## config.mk

```make
export PLATFORM = sky130hd
export DESIGN_NAME = rgb_fade_two_button_controller_top
export DESIGN_NICKNAME = d
export VERILOG_FILES = /design/src/rtl/rgbf_pkg.sv /design/src/rtl/rgb_fade_two_button_controller_top.sv /design/src/rtl/rgbf_ctrl.sv /design/src/rtl/rgbf_width.sv
export SDC_FILE = /design/constraint.sdc
export NUM_CORES = 2
export LEC_CHECK = 0
export BUFFER_PORTS_ARGS = -buffer_cell sky130_fd_sc_hd__buf_2
export CAP_MARGIN = 15
export CORE_ASPECT_RATIO = 1.2
export CORE_MARGIN = 3
export CORE_UTILIZATION = 25
export CTS_BUF_LIST = sky130_fd_sc_hd__clkbuf_8
export CTS_CLUSTER_DIAMETER = 60
export DETAILED_ROUTE_END_ITERATION = 16
export GPL_TIMING_DRIVEN = 0
export SLEW_MARGIN = 40
export SYNTH_ARGS = -nofsm -noshare
export SYNTH_HDL_FRONTEND = slang
export SYNTH_HIERARCHICAL = 1
export SYNTH_SLANG_ARGS = --single-unit
```

## constraint.sdc

```tcl
create_clock -name clk -period 8.9 [get_ports clk]
set_clock_uncertainty 0.05 [all_clocks]
set_input_delay 1.335 -clock clk [delete_from_list [all_inputs] [get_ports clk]]
set_output_delay 1.335 -clock clk [all_outputs]
set_load 0.02 [all_outputs]
```

## src/rtl/rgbf_pkg.sv

```systemverilog
// Shared types, codes and helper functions for the RGB fade controller.
// No dependencies; used by rgbf_ctrl, rgbf_width and the top level.
`default_nettype none

package rgbf_pkg;

  localparam logic [7:0]  LVL_HIGH  = 8'd254;
  localparam logic [7:0]  LVL_LOW   = 8'd1;
  localparam logic [7:0]  LVL_MAX   = 8'd255;
  localparam logic [7:0]  LVL_MID   = 8'd128;

  localparam logic [15:0] PERIOD_RESET = 16'd14203;
  localparam logic [7:0]  LIMIT_RESET  = 8'd60;

  // Configuration register indexes.
  localparam logic CFG_PERIOD = 1'b0;
  localparam logic CFG_LIMIT  = 1'b1;

  // Operating modes as shown on mode_now.
  localparam logic [1:0] MODE_AUTO  = 2'd0;
  localparam logic [1:0] MODE_RED   = 2'd1;
  localparam logic [1:0] MODE_BLUE  = 2'd2;
  localparam logic [1:0] MODE_GREEN = 2'd3;

  // Channel enable bits.
  localparam logic [2:0] EN_R = 3'b001;
  localparam logic [2:0] EN_G = 3'b010;
  localparam logic [2:0] EN_B = 3'b100;

  // Width = level * period / 1000. The product fits in 24 bits; dropping the
  // low three bits leaves a 21-bit value to divide by 125. With
  // M = ceil(2^28 / 125) the quotient (x * M) >> 28 is exact for x < 2^21.
  localparam int          PROD_W      = 24;
  localparam int          DIV_IN_W    = PROD_W - 3;
  localparam logic [21:0] RECIP_MUL   = 22'd2147484;
  localparam int          RECIP_SHIFT = 28;
  localparam int          WIDTH_W     = 15;

  typedef enum logic [2:0] {
    DEB_IDLE  = 3'b001,
    DEB_PRESS = 3'b010,
    DEB_HELD  = 3'b100
  } deb_t;

  typedef enum logic [2:0] {
    PH_RED   = 3'b001,
    PH_GREEN = 3'b010,
    PH_BLUE  = 3'b100
  } phase_t;

  typedef struct packed {
    deb_t state;
    logic pressed;
  } deb_res_t;

  typedef struct packed {
    logic [7:0] down;
    logic [7:0] up;
    logic       done;
  } fade_res_t;

  // Everything a result carries besides the widths.
  typedef struct packed {
    logic [2:0] en;
    logic [1:0] mode;
    logic [7:0] step;
    logic [7:0] level;
  } res_meta_t;

  // Controller state as seen by the width pipeline.
  typedef struct packed {
    logic [7:0] shown_r;
    logic [7:0] shown_g;
    logic [7:0] shown_b;
    res_meta_t  meta;
  } ctrl_view_t;

  // One debounce sample; pin is active low. An unused code acts as idle.
  function automatic deb_res_t debounce_step(deb_t st, logic pin);
    deb_res_t r;
    r.pressed = 1'b0;
    case (st)
      DEB_PRESS: begin
        if (!pin) begin
          r.state   = DEB_HELD;
          r.pressed = 1'b1;
        end else begin
          r.state = DEB_IDLE;
        end
      end
      DEB_HELD: begin
        if (!pin) begin
          r.state   = DEB_HELD;
          r.pressed = 1'b1;
        end else begin
          r.state = DEB_IDLE;
        end
      end
      default: begin
        r.state = pin ? DEB_IDLE : DEB_PRESS;
      end
    endcase
    return r;
  endfunction

  // One crossfade step: down falls toward LVL_LOW, up rises toward LVL_HIGH.
  function automatic fade_res_t fade_step(logic [7:0] d, logic [7:0] u, logic [7:0] s);
    fade_res_t  r;
    logic [7:0] diff;
    logic [8:0] sum;
    diff = d - s;
    sum  = {1'b0, u} + {1'b0, s};
    r.down = (d > s && diff > LVL_LOW) ? diff : LVL_LOW;
    r.up   = (sum < {1'b0, LVL_HIGH}) ? sum[7:0] : LVL_HIGH;
    r.done = (r.down == LVL_LOW);
    return r;
  endfunction

endpackage

`default_nettype wire

```

## src/rtl/rgb_fade_two_button_controller_top.sv

```systemverilog
// Two-button RGB fade controller, top level. Depends on rgbf_pkg, rgbf_ctrl, rgbf_width.
// A request passes through the controller state (loaded at the accept edge), then the
// product register, then the width register.
// Throughput: one request per cycle while in_stall is low; the output register lets
// a new request in while a finished result waits. Stall on the input follows output
// stall only once all three stages are full.
// Reset (rst, synchronous) empties the pipeline and restores config and control state.
`default_nettype none

module rgb_fade_two_button_controller_top (
  input  wire logic                          clk,
  input  wire logic                          rst,
  input  wire logic                          in_valid,
  output logic                               in_stall,
  input  wire logic                          action,
  input  wire logic                          sw1_level,
  input  wire logic                          sw2_level,
  output logic                               out_valid,
  input  wire logic                          out_stall,
  output logic      [rgbf_pkg::WIDTH_W-1:0]  red_width,
  output logic      [rgbf_pkg::WIDTH_W-1:0]  green_width,
  output logic      [rgbf_pkg::WIDTH_W-1:0]  blue_width,
  output logic                               red_on,
  output logic                               green_on,
  output logic                               blue_on,
  output logic      [1:0]                    mode_now,
  output logic      [7:0]                    step_now,
  output logic      [7:0]                    level_now,
  input  wire logic                          cfg_valid,
  output logic                               cfg_ready,
  input  wire logic                          cfg_index,
  input  wire logic [15:0]                   cfg_data
);
  import rgbf_pkg::*;

  logic       [15:0] pwm_period;
  logic       [7:0]  long_press_limit;
  logic              in_fire;
  logic              ctrl_valid, prod_valid;
  logic              prod_load, out_load;
  ctrl_view_t        view;
  res_meta_t         prod_meta, out_meta;

  assign cfg_ready = 1'b1;

  always_ff @(posedge clk) begin
    if (rst) begin
      pwm_period       <= PERIOD_RESET;
      long_press_limit <= LIMIT_RESET;
    end else if (cfg_valid && cfg_ready) begin
      case (cfg_index)
        CFG_PERIOD: pwm_period       <= cfg_data;
        CFG_LIMIT:  long_press_limit <= cfg_data[7:0];
        default:    ;
      endcase
    end
  end

  // Pipeline control: each stage moves when the one after it has room.
  assign out_load  = prod_valid && (!out_valid || !out_stall);
  assign prod_load = ctrl_valid && (!prod_valid || out_load);
  assign in_stall  = ctrl_valid && !prod_load;
  assign in_fire   = in_valid && !in_stall;

  always_ff @(posedge clk) begin
    if (rst) begin
      ctrl_valid <= 1'b0;
      prod_valid <= 1'b0;
      out_valid  <= 1'b0;
    end else begin
      ctrl_valid <= in_fire || (ctrl_valid && !prod_load);
      prod_valid <= prod_load || (prod_valid && !out_load);
      out_valid  <= out_load || (out_valid && out_stall);
    end
  end

  always_ff @(posedge clk) begin
    if (prod_load) prod_meta <= view.meta;
    if (out_load)  out_meta  <= prod_meta;
  end

  rgbf_ctrl u_ctrl (
    .clk              (clk),
    .rst              (rst),
    .fire             (in_fire),
    .action           (action),
    .sw1_level        (sw1_level),
    .sw2_level        (sw2_level),
    .long_press_limit (long_press_limit),
    .view             (view)
  );

  rgbf_width u_width_r (
    .clk        (clk),
    .prod_load  (prod_load),
    .width_load (out_load),
    .level      (view.shown_r),
    .period     (pwm_period),
    .width      (red_width)
  );

  rgbf_width u_width_g (
    .clk        (clk),
    .prod_load  (prod_load),
    .width_load (out_load),
    .level      (view.shown_g),
    .period     (pwm_period),
    .width      (green_width)
  );

  rgbf_width u_width_b (
    .clk        (clk),
    .prod_load  (prod_load),
    .width_load (out_load),
    .level      (view.shown_b),
    .period     (pwm_period),
    .width      (blue_width)
  );

  assign red_on    = out_meta.en[0];
  assign green_on  = out_meta.en[1];
  assign blue_on   = out_meta.en[2];
  assign mode_now  = out_meta.mode;
  assign step_now  = out_meta.step;
  assign level_now = out_meta.level;

  // The crossfade always keeps exactly two channels lit.
  a_auto_two_on: assert property (@(posedge clk) disable iff (rst)
    (view.meta.mode == MODE_AUTO) |-> ($countones(view.meta.en) == 2))
    else $error("auto fade does not have two channels enabled");

  // The manual level never drops below its floor.
  a_level_floor: assert property (@(posedge clk) disable iff (rst)
    view.meta.level != 8'd0)
    else $error("manual level reached zero");

  // A waiting controller result keeps its state until it moves on.
  a_ctrl_hold: assert property (@(posedge clk) disable iff (rst)
    (ctrl_valid && !prod_load) |=> (ctrl_valid && $stable(view)))
    else $error("controller state changed while its result was held");

  // An accepted request always occupies the first stage next cycle.
  a_fire_fills: assert property (@(posedge clk) disable iff (rst)
    in_fire |=> ctrl_valid)
    else $error("accepted request was lost");

endmodule

`default_nettype wire

```

## src/rtl/rgbf_ctrl.sv

```systemverilog
// Button debounce, step/level adjustment, mode selection and crossfade state.
// Depends on rgbf_pkg. State changes only on an accepted request.
`default_nettype none

module rgbf_ctrl (
  input  wire logic               clk,
  input  wire logic               rst,
  input  wire logic               fire,
  input  wire logic               action,
  input  wire logic               sw1_level,
  input  wire logic               sw2_level,
  input  wire logic [7:0]         long_press_limit,
  output rgbf_pkg::ctrl_view_t    view
);
  import rgbf_pkg::*;

  deb_t       sw1_deb, sw1_deb_next;
  deb_t       sw2_deb, sw2_deb_next;
  logic [7:0] step, step_next;
  logic [7:0] level, level_next;
  logic [7:0] hold1, hold1_next;
  logic [7:0] hold2, hold2_next;
  logic       long_held, long_held_next;
  logic [7:0] rel_count, rel_count_next;
  logic [1:0] mode, mode_next;
  phase_t     phase, phase_next;
  logic [7:0] fade_r, fade_r_next, fade_g, fade_g_next, fade_b, fade_b_next;
  logic [7:0] shown_r, shown_r_next, shown_g, shown_g_next, shown_b, shown_b_next;
  logic [2:0] en, en_next;

  deb_res_t   d1, d2;
  fade_res_t  fr;

  always_comb begin
    d1 = debounce_step(sw1_deb, sw1_level);
    d2 = debounce_step(sw2_deb, sw2_level);
    fr = '0;

    sw1_deb_next   = sw1_deb;
    sw2_deb_next   = sw2_deb;
    step_next      = step;
    level_next     = level;
    hold1_next     = hold1;
    hold2_next     = hold2;
    long_held_next = long_held;
    rel_count_next = rel_count;
    mode_next      = mode;
    phase_next     = phase;
    fade_r_next    = fade_r;
    fade_g_next    = fade_g;
    fade_b_next    = fade_b;
    shown_r_next   = shown_r;
    shown_g_next   = shown_g;
    shown_b_next   = shown_b;
    en_next        = en;

    if (fire && !action) begin
      // Button 1: raise step or level, time clicks against a button-2 long press.
      sw1_deb_next = d1.state;
      if (d1.pressed) begin
        if (mode == MODE_AUTO) begin
          if (step < LVL_MAX) step_next = step + 8'd1;
        end else begin
          if (level < LVL_MAX) level_next = level + 8'd1;
        end
        if (long_held) begin
          if (hold1 < long_press_limit) begin
            hold1_next = hold1 + 8'd1;
          end else begin
            mode_next      = MODE_GREEN;
            level_next     = LVL_MID;
            rel_count_next = 8'd0;
          end
        end
      end else begin
        if (long_held && hold1 < long_press_limit && hold1 != 8'd0) begin
          rel_count_next = rel_count + 8'd1;
          mode_next      = (rel_count == 8'd0) ? MODE_RED : MODE_BLUE;
          level_next     = LVL_MID;
        end
        if (!long_held) rel_count_next = 8'd0;
        hold1_next = 8'd0;
      end

      // Button 2 sees the mode and level that button 1 left behind.
      sw2_deb_next = d2.state;
      if (d2.pressed) begin
        if (mode_next == MODE_AUTO) begin
          if (step_next != 8'd0) step_next = step_next - 8'd1;
        end else begin
          if (level_next > LVL_LOW) level_next = level_next - 8'd1;
        end
        if (hold2 < long_press_limit) hold2_next = hold2 + 8'd1;
        else long_held_next = 1'b1;
      end else begin
        hold2_next     = 8'd0;
        long_held_next = 1'b0;
      end
    end else if (fire) begin
      case (mode)
        MODE_AUTO: begin
          case (phase)
            PH_RED: begin
              fr = fade_step(fade_r, fade_g, step);
              fade_r_next = fr.down;
              if (fr.done) begin
                phase_next   = PH_GREEN;
                fade_g_next  = LVL_HIGH;
                fade_b_next  = LVL_LOW;
                en_next      = (en & ~EN_R) | EN_B;
                shown_g_next = LVL_HIGH;
              end else begin
                fade_g_next  = fr.up;
                shown_r_next = fr.down;
                shown_g_next = fr.up;
              end
            end
            PH_GREEN: begin
              fr = fade_step(fade_g, fade_b, step);
              fade_g_next = fr.down;
              if (fr.done) begin
                phase_next   = PH_BLUE;
                fade_b_next  = LVL_HIGH;
                fade_r_next  = LVL_LOW;
                en_next      = (en & ~EN_G) | EN_R;
                shown_b_next = LVL_HIGH;
              end else begin
                fade_b_next  = fr.up;
                shown_g_next = fr.down;
                shown_b_next = fr.up;
              end
            end
            default: begin
              fr = fade_step(fade_b, fade_r, step);
              fade_b_next = fr.down;
              if (fr.done) begin
                phase_next   = PH_RED;
                fade_r_next  = LVL_HIGH;
                fade_g_next  = LVL_LOW;
                en_next      = (en & ~EN_B) | EN_G;
                shown_r_next = LVL_HIGH;
              end else begin
                fade_r_next  = fr.up;
                shown_b_next = fr.down;
                shown_r_next = fr.up;
              end
            end
          endcase
        end
        MODE_RED: begin
          en_next      = EN_R;
          shown_r_next = level;
        end
        MODE_BLUE: begin
          en_next      = EN_B;
          shown_b_next = level;
        end
        default: begin
          en_next      = EN_G;
          shown_g_next = level;
        end
      endcase
    end
  end

  always_ff @(posedge clk) begin
    if (rst) begin
      sw1_deb   <= DEB_IDLE;
      sw2_deb   <= DEB_IDLE;
      step      <= 8'd1;
      level     <= LVL_MID;
      hold1     <= 8'd0;
      hold2     <= 8'd0;
      long_held <= 1'b0;
      rel_count <= 8'd0;
      mode      <= MODE_AUTO;
      phase     <= PH_RED;
      fade_r    <= LVL_HIGH;
      fade_g    <= LVL_LOW;
      fade_b    <= LVL_LOW;
      shown_r   <= LVL_HIGH;
      shown_g   <= LVL_LOW;
      shown_b   <= LVL_LOW;
      en        <= EN_R | EN_G;
    end else begin
      sw1_deb   <= sw1_deb_next;
      sw2_deb   <= sw2_deb_next;
      step      <= step_next;
      level     <= level_next;
      hold1     <= hold1_next;
      hold2     <= hold2_next;
      long_held <= long_held_next;
      rel_count <= rel_count_next;
      mode      <= mode_next;
      phase     <= phase_next;
      fade_r    <= fade_r_next;
      fade_g    <= fade_g_next;
      fade_b    <= fade_b_next;
      shown_r   <= shown_r_next;
      shown_g   <= shown_g_next;
      shown_b   <= shown_b_next;
      en        <= en_next;
    end
  end

  assign view.shown_r    = shown_r;
  assign view.shown_g    = shown_g;
  assign view.shown_b    = shown_b;
  assign view.meta.en    = en;
  assign view.meta.mode  = mode;
  assign view.meta.step  = step;
  assign view.meta.level = level;

endmodule

`default_nettype wire

```

## src/rtl/rgbf_width.sv

```systemverilog
// Two-stage scaler for one channel: level * period, then divide by 1000.
// Depends on rgbf_pkg for the reciprocal constants.
`default_nettype none

module rgbf_width (
  input  wire logic                         clk,
  input  wire logic                         prod_load,
  input  wire logic                         width_load,
  input  wire logic [7:0]                   level,
  input  wire logic [15:0]                  period,
  output logic      [rgbf_pkg::WIDTH_W-1:0] width
);
  import rgbf_pkg::*;

  localparam int QUOT_W = DIV_IN_W + $bits(RECIP_MUL);

  logic [PROD_W-1:0] prod;
  logic [QUOT_W-1:0] scaled;

  // Dividing by 8 first is exact for the floor, so only /125 remains.
  assign scaled = QUOT_W'(prod[PROD_W-1:3]) * QUOT_W'(RECIP_MUL);

  always_ff @(posedge clk) begin
    if (prod_load) begin
      prod <= PROD_W'(level) * PROD_W'(period);
    end
    if (width_load) begin
      width <= scaled[RECIP_SHIFT +: WIDTH_W];
    end
  end

endmodule

`default_nettype wire
```

# After elaboration in Yosys (flattened, before gate mapping)
# Index checks and enable logic that the tools add are counted.
# W data, S select, Z words.
[totals]
elab_cells = 232
reg_bits = 289
[op_classes]
muxes = 78
reduce_logical = 51
multipliers = 6
addsub = 13
magnitude_cmp = 14
n_eq_ne = 29
n_bitwise = 3
[ops]
columns = ["cell", "count"]
rows = [
  ["$mux W8", 42],
  ["$pmux W8 S2", 9],
  ["$mul A21 B20 Y41 const B", 3],
  ["$mul A8 B16 Y24", 3],
  ["$add A8 B1 Y8 const B", 5],
  ["$gt A8 B1 Y1 const B", 4],
  ["$reduce_and A5 Y1", 6],
  ["$add A8 B8 Y9", 3],
  ["$lt A9 B8 Y1 const B", 3],
  ["$mux W3", 9],
  ["$ne A3 B3 Y1 const B", 9],
  ["$eq A8 B1 Y1 const B", 3],
  ["$gt A8 B8 Y1", 3],
  ["$sub A8 B8 Y8", 3],
  ["$mux W2", 9],
  ["$lt A8 B8 Y1", 2],
  ["$lt A8 B8 Y1 const B", 2],
  ["$reduce_and A4 Y1", 4],
  ["$reduce_bool A8 Y1", 2],
  ["$sub A8 B1 Y8 const B", 2],
  ["$logic_and A1 B1 Y1", 12],
  ["$ne A2 B2 Y1 const B", 6],
  ["$pmux W3 S2", 2],
  ["$eq A3 B2 Y1 const B", 3],
  ["18 further kinds", 45],
]

# Depth between registers and ports, before layout
[depth]
word_depth = 15
depth_mapped = 22

# Modules after synthesis
# The synthesis kept the hierarchy.
[by_module_without_submodules]
columns = ["mod", "area_per_inst_um2", "cells_each", "n_inst", "seq_area_each_um2"]
rows = [
  ["rgbf_width at u_width_r", 10428.8, 1060, 1, 1081.0],
  ["rgbf_width at u_width_b", 10361.2, 1052, 1, 1081.0],
  ["rgbf_width at u_width_g", 10179.8, 1014, 1, 1081.0],
  ["rgbf_ctrl", 9246.4, 1192, 1, 2062.0],
  ["rgb_fade_two_button_controller_top", 2348.5, 163, 1, 1801.7],
]

# Worst setup path after synthesis
# Ideal clock, no wire load.
[synth_timing]
kind = "input port to flip-flop"
startpoint = "input out_stall"
endpoint = "register out_meta (netlist bit blue_on), enable pin"
cell_stages = 1
setup_ps = 591
path_buffers = 0
arrival_ps = 6119
path_slack_ps = 2140
required_ps = 8259
cell_sequence = "a21boi_0"
[synth_between]
elab_chain_cells = 3
[synth_rtl]
columns = ["element", "line_no", "rtl"]
rows = [
  ["start: declaration", "rgb_fade_two_button_controller_top.sv:19", "input wire logic out_stall,"],
  ["$logic_not A1 Y1", "rgb_fade_two_button_controller_top.sv:60", "assign out_load = prod_valid && (!out_valid || !out_stall);"],
  ["$logic_or A1 B1 Y1", "rgb_fade_two_button_controller_top.sv:60", ""],
  ["$logic_and A1 B1 Y1", "rgb_fade_two_button_controller_top.sv:60", ""],
  ["end signal: assignment", "rgb_fade_two_button_controller_top.sv:79", "if (out_load) out_meta <= prod_meta;"],
  ["end: declaration", "rgb_fade_two_button_controller_top.sv:42", "res_meta_t prod_meta, out_meta;"],
]
# Every way passes these cells.
# A chain may end at the register's enable or synchronous reset.

# Worst setup path after layout
[layout_timing]
startpoint = "register u_width_g.prod[5]"
endpoint = "register u_width_g/width[12] (netlist name) (data pin)"
[layout_between]
elab_chain_cells = 1
[layout_rtl]
columns = ["element", "line_no", "rtl"]
rows = [
  ["start: declaration", "rgbf_width.sv:17", "logic [PROD_W-1:0] prod;"],
  ["start signal: assignment", "rgbf_width.sv:25", "prod <= PROD_W'(level) * PROD_W'(period);"],
  ["$mul A21 B20 Y41", "rgbf_width.sv:21", "assign scaled = QUOT_W'(prod[PROD_W-1:3]) * QUOT_W'(RECIP_MUL);"],
  ["named net u_width_g.scaled[40]", "rgbf_width.sv:18", "logic [QUOT_W-1:0] scaled;"],
  ["end signal: assignment", "rgbf_width.sv:28", "width <= scaled[RECIP_SHIFT +: WIDTH_W];"],
  ["end: declaration", "rgbf_width.sv:11", "output logic [rgbf_pkg::WIDTH_W-1:0] width"],
]
# The timed path passes the listed nets, and every way through them passes these cells.

==> flow_results.xml <==
<?xml version="1.0" encoding="UTF-8"?>
<metrics>
  <group name="routing">
    <metric name="drc_errors" unit="">0</metric>
    <metric name="post_drt_via_cell_ratio" unit="">4.674</metric>
    <metric name="dr_total_vias" unit="">32468</metric>
    <metric name="detailedRoute.firstPassIterationCount" unit="">6</metric>
    <metric name="wl_per_cell" unit="um">16.80</metric>
    <metric name="wl_final" unit="um">116700</metric>
    <metric name="drtIter0Drc" unit="">1724</metric>
    <metric name="drt.antenna.violating_nets" unit="">0</metric>
  </group>
  <group name="yosys">
    <metric name="synthMuxAreaShare" unit="%">0.3028</metric>
    <metric name="netlist.area_leader.share" unit="%">24.97</metric>
    <metric name="synth.yosys.warnings" unit="">6</metric>
    <metric name="synth-seq-cells" unit="">280</metric>
    <metric name="post_synth_num_cell_types" unit="">116</metric>
    <metric name="synth_compound_gate_area_share" unit="%">12.20</metric>
    <metric name="synth-xor-area-share" unit="%">2.819</metric>
    <metric name="synth_cells" unit="">4481</metric>
    <metric name="post_synth_main_area_contributors" unit="">sky130_fd_sc_hd__fa_1, sky130_fd_sc_hd__ha_1, sky130_fd_sc_hd__edfxtp_1, sky130_fd_sc_hd__inv_1, sky130_fd_sc_hd__dfxtp_1</metric>
    <metric name="avgSynthCellArea" unit="um2">9.499</metric>
    <metric name="dominant_combinational_cell_family_by_area_after_synthesis" unit="">adder cells</metric>
    <metric name="net_count_of_the_mapped_netlist" unit="">5761</metric>
    <metric name="yosys_most_used_dff" unit="">sky130_fd_sc_hd__edfxtp_1</metric>
    <metric name="cell_accounting_for_the_most_synthesized_area" unit="">sky130_fd_sc_hd__fa_1</metric>
    <metric name="share_of_synthesized_cell_area_in_and_or_nand_and_nor_gates" unit="%">13.27</metric>
    <metric name="synth-seq-area-share" unit="%">16.70</metric>
    <metric name="post_synth_fa_ha_maj_area_fraction" unit="%">46.26</metric>
    <metric name="asyncSetResetFlopFracSynth" unit="%">0</metric>
    <metric name="syn_area" unit="um2">42560</metric>
    <metric name="edff_count_synth" unit="">150</metric>
  </group>
  <group name="final_layout">
    <metric name="leading_cell_types_in_the_layout_fill_and_taps_excluded" unit="">sky130_fd_sc_hd__inv_1, sky130_fd_sc_hd__ha_1, sky130_fd_sc_hd__fa_1</metric>
    <metric name="final_layout_size_suffix_gt1_share" unit="%">7.085</metric>
    <metric name="layout.cells.most_common" unit="">sky130_fd_sc_hd__inv_1</metric>
    <metric name="layout.cells.non_filler" unit="">6946</metric>
    <metric name="design.final.nets" unit="">5920</metric>
    <metric name="flow.area_growth_from_synthesis" unit="%">11.28</metric>
  </group>
  <group name="sta">
    <metric name="grt_setup_unrepaired" unit="">false</metric>
    <metric name="final_max_slew_viol_count" unit="">0</metric>
    <metric name="finalHoldViolations" unit="">0</metric>
    <metric name="min_period" unit="ns">6.377</metric>
    <metric name="setup_violations" unit="">0</metric>
    <metric name="worst_max_slew_pin_slew" unit="ns">0.8961</metric>
    <metric name="layout_worst_path_cycle_share" unit="%">71.65</metric>
    <metric name="totalNegativeSetupSlack" unit="ns">0</metric>
    <metric name="max-slew-margin-rel" unit="%">40.26</metric>
    <metric name="max_freq" unit="MHz">156.8</metric>
  </group>
  <group name="worst_setup_path">
    <metric name="slowest_delay" unit="ns">0.55</metric>
    <metric name="crit_path_cell_trace" unit="">ha_1 -&gt; ha_1 -&gt; inv_1 -&gt; fa_1 -&gt; fa_1 -&gt; inv_1 -&gt; fa_1 -&gt; fa_1 -&gt; inv_1 -&gt; fa_1 -&gt; inv_1 -&gt; ha_1 -&gt; a21oi_1 -&gt; o211ai_1 -&gt; a211oi_1 -&gt; nand4_1 -&gt; and4_1 -&gt; o21ai_1 -&gt; o21ai_1 -&gt; a21boi_1 -&gt; o21bai_1 -&gt; xor2_1</metric>
    <metric name="timing.critical_path.fanout_max" unit="">6</metric>
    <metric name="worst_setup_path_type" unit="">register to register</metric>
    <metric name="timing.critical_path.slowest_stage_cell" unit="">sky130_fd_sc_hd__fa_1</metric>
    <metric name="critical_path_rt" unit="ns">9.34</metric>
    <metric name="critPathLaunchType" unit="">register</metric>
    <metric name="cp.arrival" unit="ns">6.82</metric>
    <metric name="crit_path_frequent_cell" unit="">sky130_fd_sc_hd__fa_1</metric>
    <metric name="crit_end_category" unit="">register</metric>
  </group>
  <group name="floorplan">
    <metric name="core_ar" unit="um2">168900</metric>
    <metric name="pin_count" unit="">94</metric>
    <metric name="die-area" unit="um2">175300</metric>
    <metric name="overall_die_width" unit="um">382.7</metric>
    <metric name="fp.dieH" unit="um">458.0</metric>
    <metric name="initial_core_utilization" unit="%">25.20</metric>
    <metric name="rows" unit="">165</metric>
  </group>
  <group name="cts">
    <metric name="clock_sinks" unit="">280</metric>
    <metric name="cts_resized" unit="">0</metric>
    <metric name="ctsHtreeMaxLevel" unit="">2</metric>
    <metric name="ctsHoldBuffers" unit="">0</metric>
    <metric name="cts_root_buf" unit="">sky130_fd_sc_hd__clkbuf_8</metric>
    <metric name="ctsLongestPathBuffers" unit="">3</metric>
    <metric name="cts.reportedPaths.clkPinSlew" unit="ns">0.06</metric>
    <metric name="clock_latency" unit="ns">0.77</metric>
    <metric name="cts_setup_buffers" unit="">0</metric>
    <metric name="cts_inserted_buffers" unit="">54</metric>
    <metric name="cts_tree" unit="">built</metric>
  </group>
  <group name="global_route">
    <metric name="grt_remaining_overflow" unit="">0</metric>
    <metric name="number_of_global_route_vias_before_repair" unit="">34095</metric>
    <metric name="groute.usage.overall" unit="%">13.28</metric>
    <metric name="grt_start_max_net_pins" unit="">26</metric>
    <metric name="first_pass_grt_wire_length" unit="um">186700</metric>
    <metric name="antenna_found_initial" unit="">8</metric>
  </group>
  <group name="status">
    <metric name="outcome" unit="">completed</metric>
  </group>
  <group name="run">
    <metric name="maxCapViolations" unit="">0</metric>
  </group>
  <group name="place">
    <metric name="io_buffers" unit="">92</metric>
    <metric name="dp.cells" unit="">6838</metric>
    <metric name="gp_congestion" unit="">0.9178</metric>
    <metric name="detailed_place_hpwl" unit="um">95090</metric>
  </group>
  <group name="min_path">
    <metric name="holdCritPathClass" unit="">register to register</metric>
  </group>
</metrics>
## synth_stat cells, types with 8 or more instances
cell type	number
sky130_fd_sc_hd__a221o_1	10
sky130_fd_sc_hd__nand2_1	361
sky130_fd_sc_hd__xnor2_1	89
sky130_fd_sc_hd__a21boi_0	9
sky130_fd_sc_hd__o21ai_0	79
sky130_fd_sc_hd__nand3b_1	16
sky130_fd_sc_hd__nor3_1	48
sky130_fd_sc_hd__a21oi_2	11
sky130_fd_sc_hd__and4_1	11
sky130_fd_sc_hd__a21oi_1	198
sky130_fd_sc_hd__a211oi_1	43
sky130_fd_sc_hd__a311oi_1	9
sky130_fd_sc_hd__a211o_1	11
sky130_fd_sc_hd__fa_1	531
sky130_fd_sc_hd__buf_2	21
sky130_fd_sc_hd__a21o_1	65
sky130_fd_sc_hd__o21bai_1	20
sky130_fd_sc_hd__a31oi_1	31
sky130_fd_sc_hd__a221oi_1	14
sky130_fd_sc_hd__o21a_1	19
sky130_fd_sc_hd__dfxtp_1	130
sky130_fd_sc_hd__or3_1	21
sky130_fd_sc_hd__nor2b_1	28
sky130_fd_sc_hd__o31ai_1	17
sky130_fd_sc_hd__o21ai_1	36
sky130_fd_sc_hd__or4_1	10
sky130_fd_sc_hd__nand2_2	11
sky130_fd_sc_hd__and3_1	33
sky130_fd_sc_hd__mux2i_1	8
sky130_fd_sc_hd__edfxtp_1	150
sky130_fd_sc_hd__xor2_1	48
sky130_fd_sc_hd__o211ai_1	21
sky130_fd_sc_hd__nor2_1	187
sky130_fd_sc_hd__nor4_1	12
sky130_fd_sc_hd__inv_1	825
sky130_fd_sc_hd__or2_2	12
sky130_fd_sc_hd__clkbuf_1	73
sky130_fd_sc_hd__ha_1	724
sky130_fd_sc_hd__nand2b_1	35
sky130_fd_sc_hd__nand4_1	47
sky130_fd_sc_hd__and2_1	181
sky130_fd_sc_hd__nand3_1	73
sky130_fd_sc_hd__a22oi_1	19
## final cells by class
cell class                 instances  area, um2
tap                             2254       2820
multi-input combinational       3267      31890
clock buffer                      54      743.2
fill                           17904     121500
sequential                       280       7127
clock inverter                    48      528.0
antenna                            6      15.01
timing repair buffer             103      649.4
buffer                           106      485.5
inverter                         828       3108
## final timing paths
path	start	to	slack [ns]	cells past startpoint
setup / recovery	u_width_g/prod[5]	u_width_g/width[12]	2.52	22
hold / removal	prod_meta[13]	step_now[5]	0.37	0
setup reg to reg	u_width_g/prod[5]	u_width_g/width[12]	2.52	22
hold reg to reg	prod_meta[13]	step_now[5]	0.37	0
## stage by stage
stage	setup slack, ns	utilization [%]	cell area, um2	hold WS (ns)
after floorplan	2.140	-	42560	0.3503
after global placement	-2.734	27.15	45850	0.3550
after detailed placement	2.491	27.29	46080	0.3545
after CTS	2.483	28.04	47350	0.3684
after global routing	2.195	28.04	47360	0.3708
final	2.523	28.05	47370	0.3662
## worst max-delay path, delay by kind of cell, from the launching register on
family | cells | cell delay (ns)
fa+ha+maj | 8 | 3.25
xor+xnor | 1 | 0.14
flops | 1 | 0.52
simple gates | 2 | 0.50
buf+inv | 4 | 0.21
compound gates | 7 | 1.42
## registers in the layout, summed over array words and instances, names as in the netlist, 15 cells and up
name,flops
u_width_r/width,15
u_width_b/width,15
pwm_period,16
u_width_g/width,15
prod_meta,21
u_width_r/prod,21
u_width_b/prod,21
u_width_g/prod,21
## routing by layer
layer	GRT usage [%]	up-vias	wire [um]
li1	-	15393	-
met1	17.63	16057	52510
met2	22.40	824	54930
met3	1.880	192	6053
met4	3.799	2	3200
met5	0	-	7
## logic make-up (layout without fill, tap and decap cells)
| kind of cell | Yosys count | after routing |
|---|---|---|
| fa+ha+maj | 1255 | 1255 |
| simple gates | 1122 | 1122 |
| buf+inv | 934 | 1139 |
| compound gates | 740 | 740 |
| flops | 280 | 280 |
| xor+xnor | 137 | 137 |
| mux | 12 | 12 |
| other cells | 1 | 7 |
Power is not shown: default switching activity piles up to over one toggle a cycle in this logic, so the estimate is an artifact.
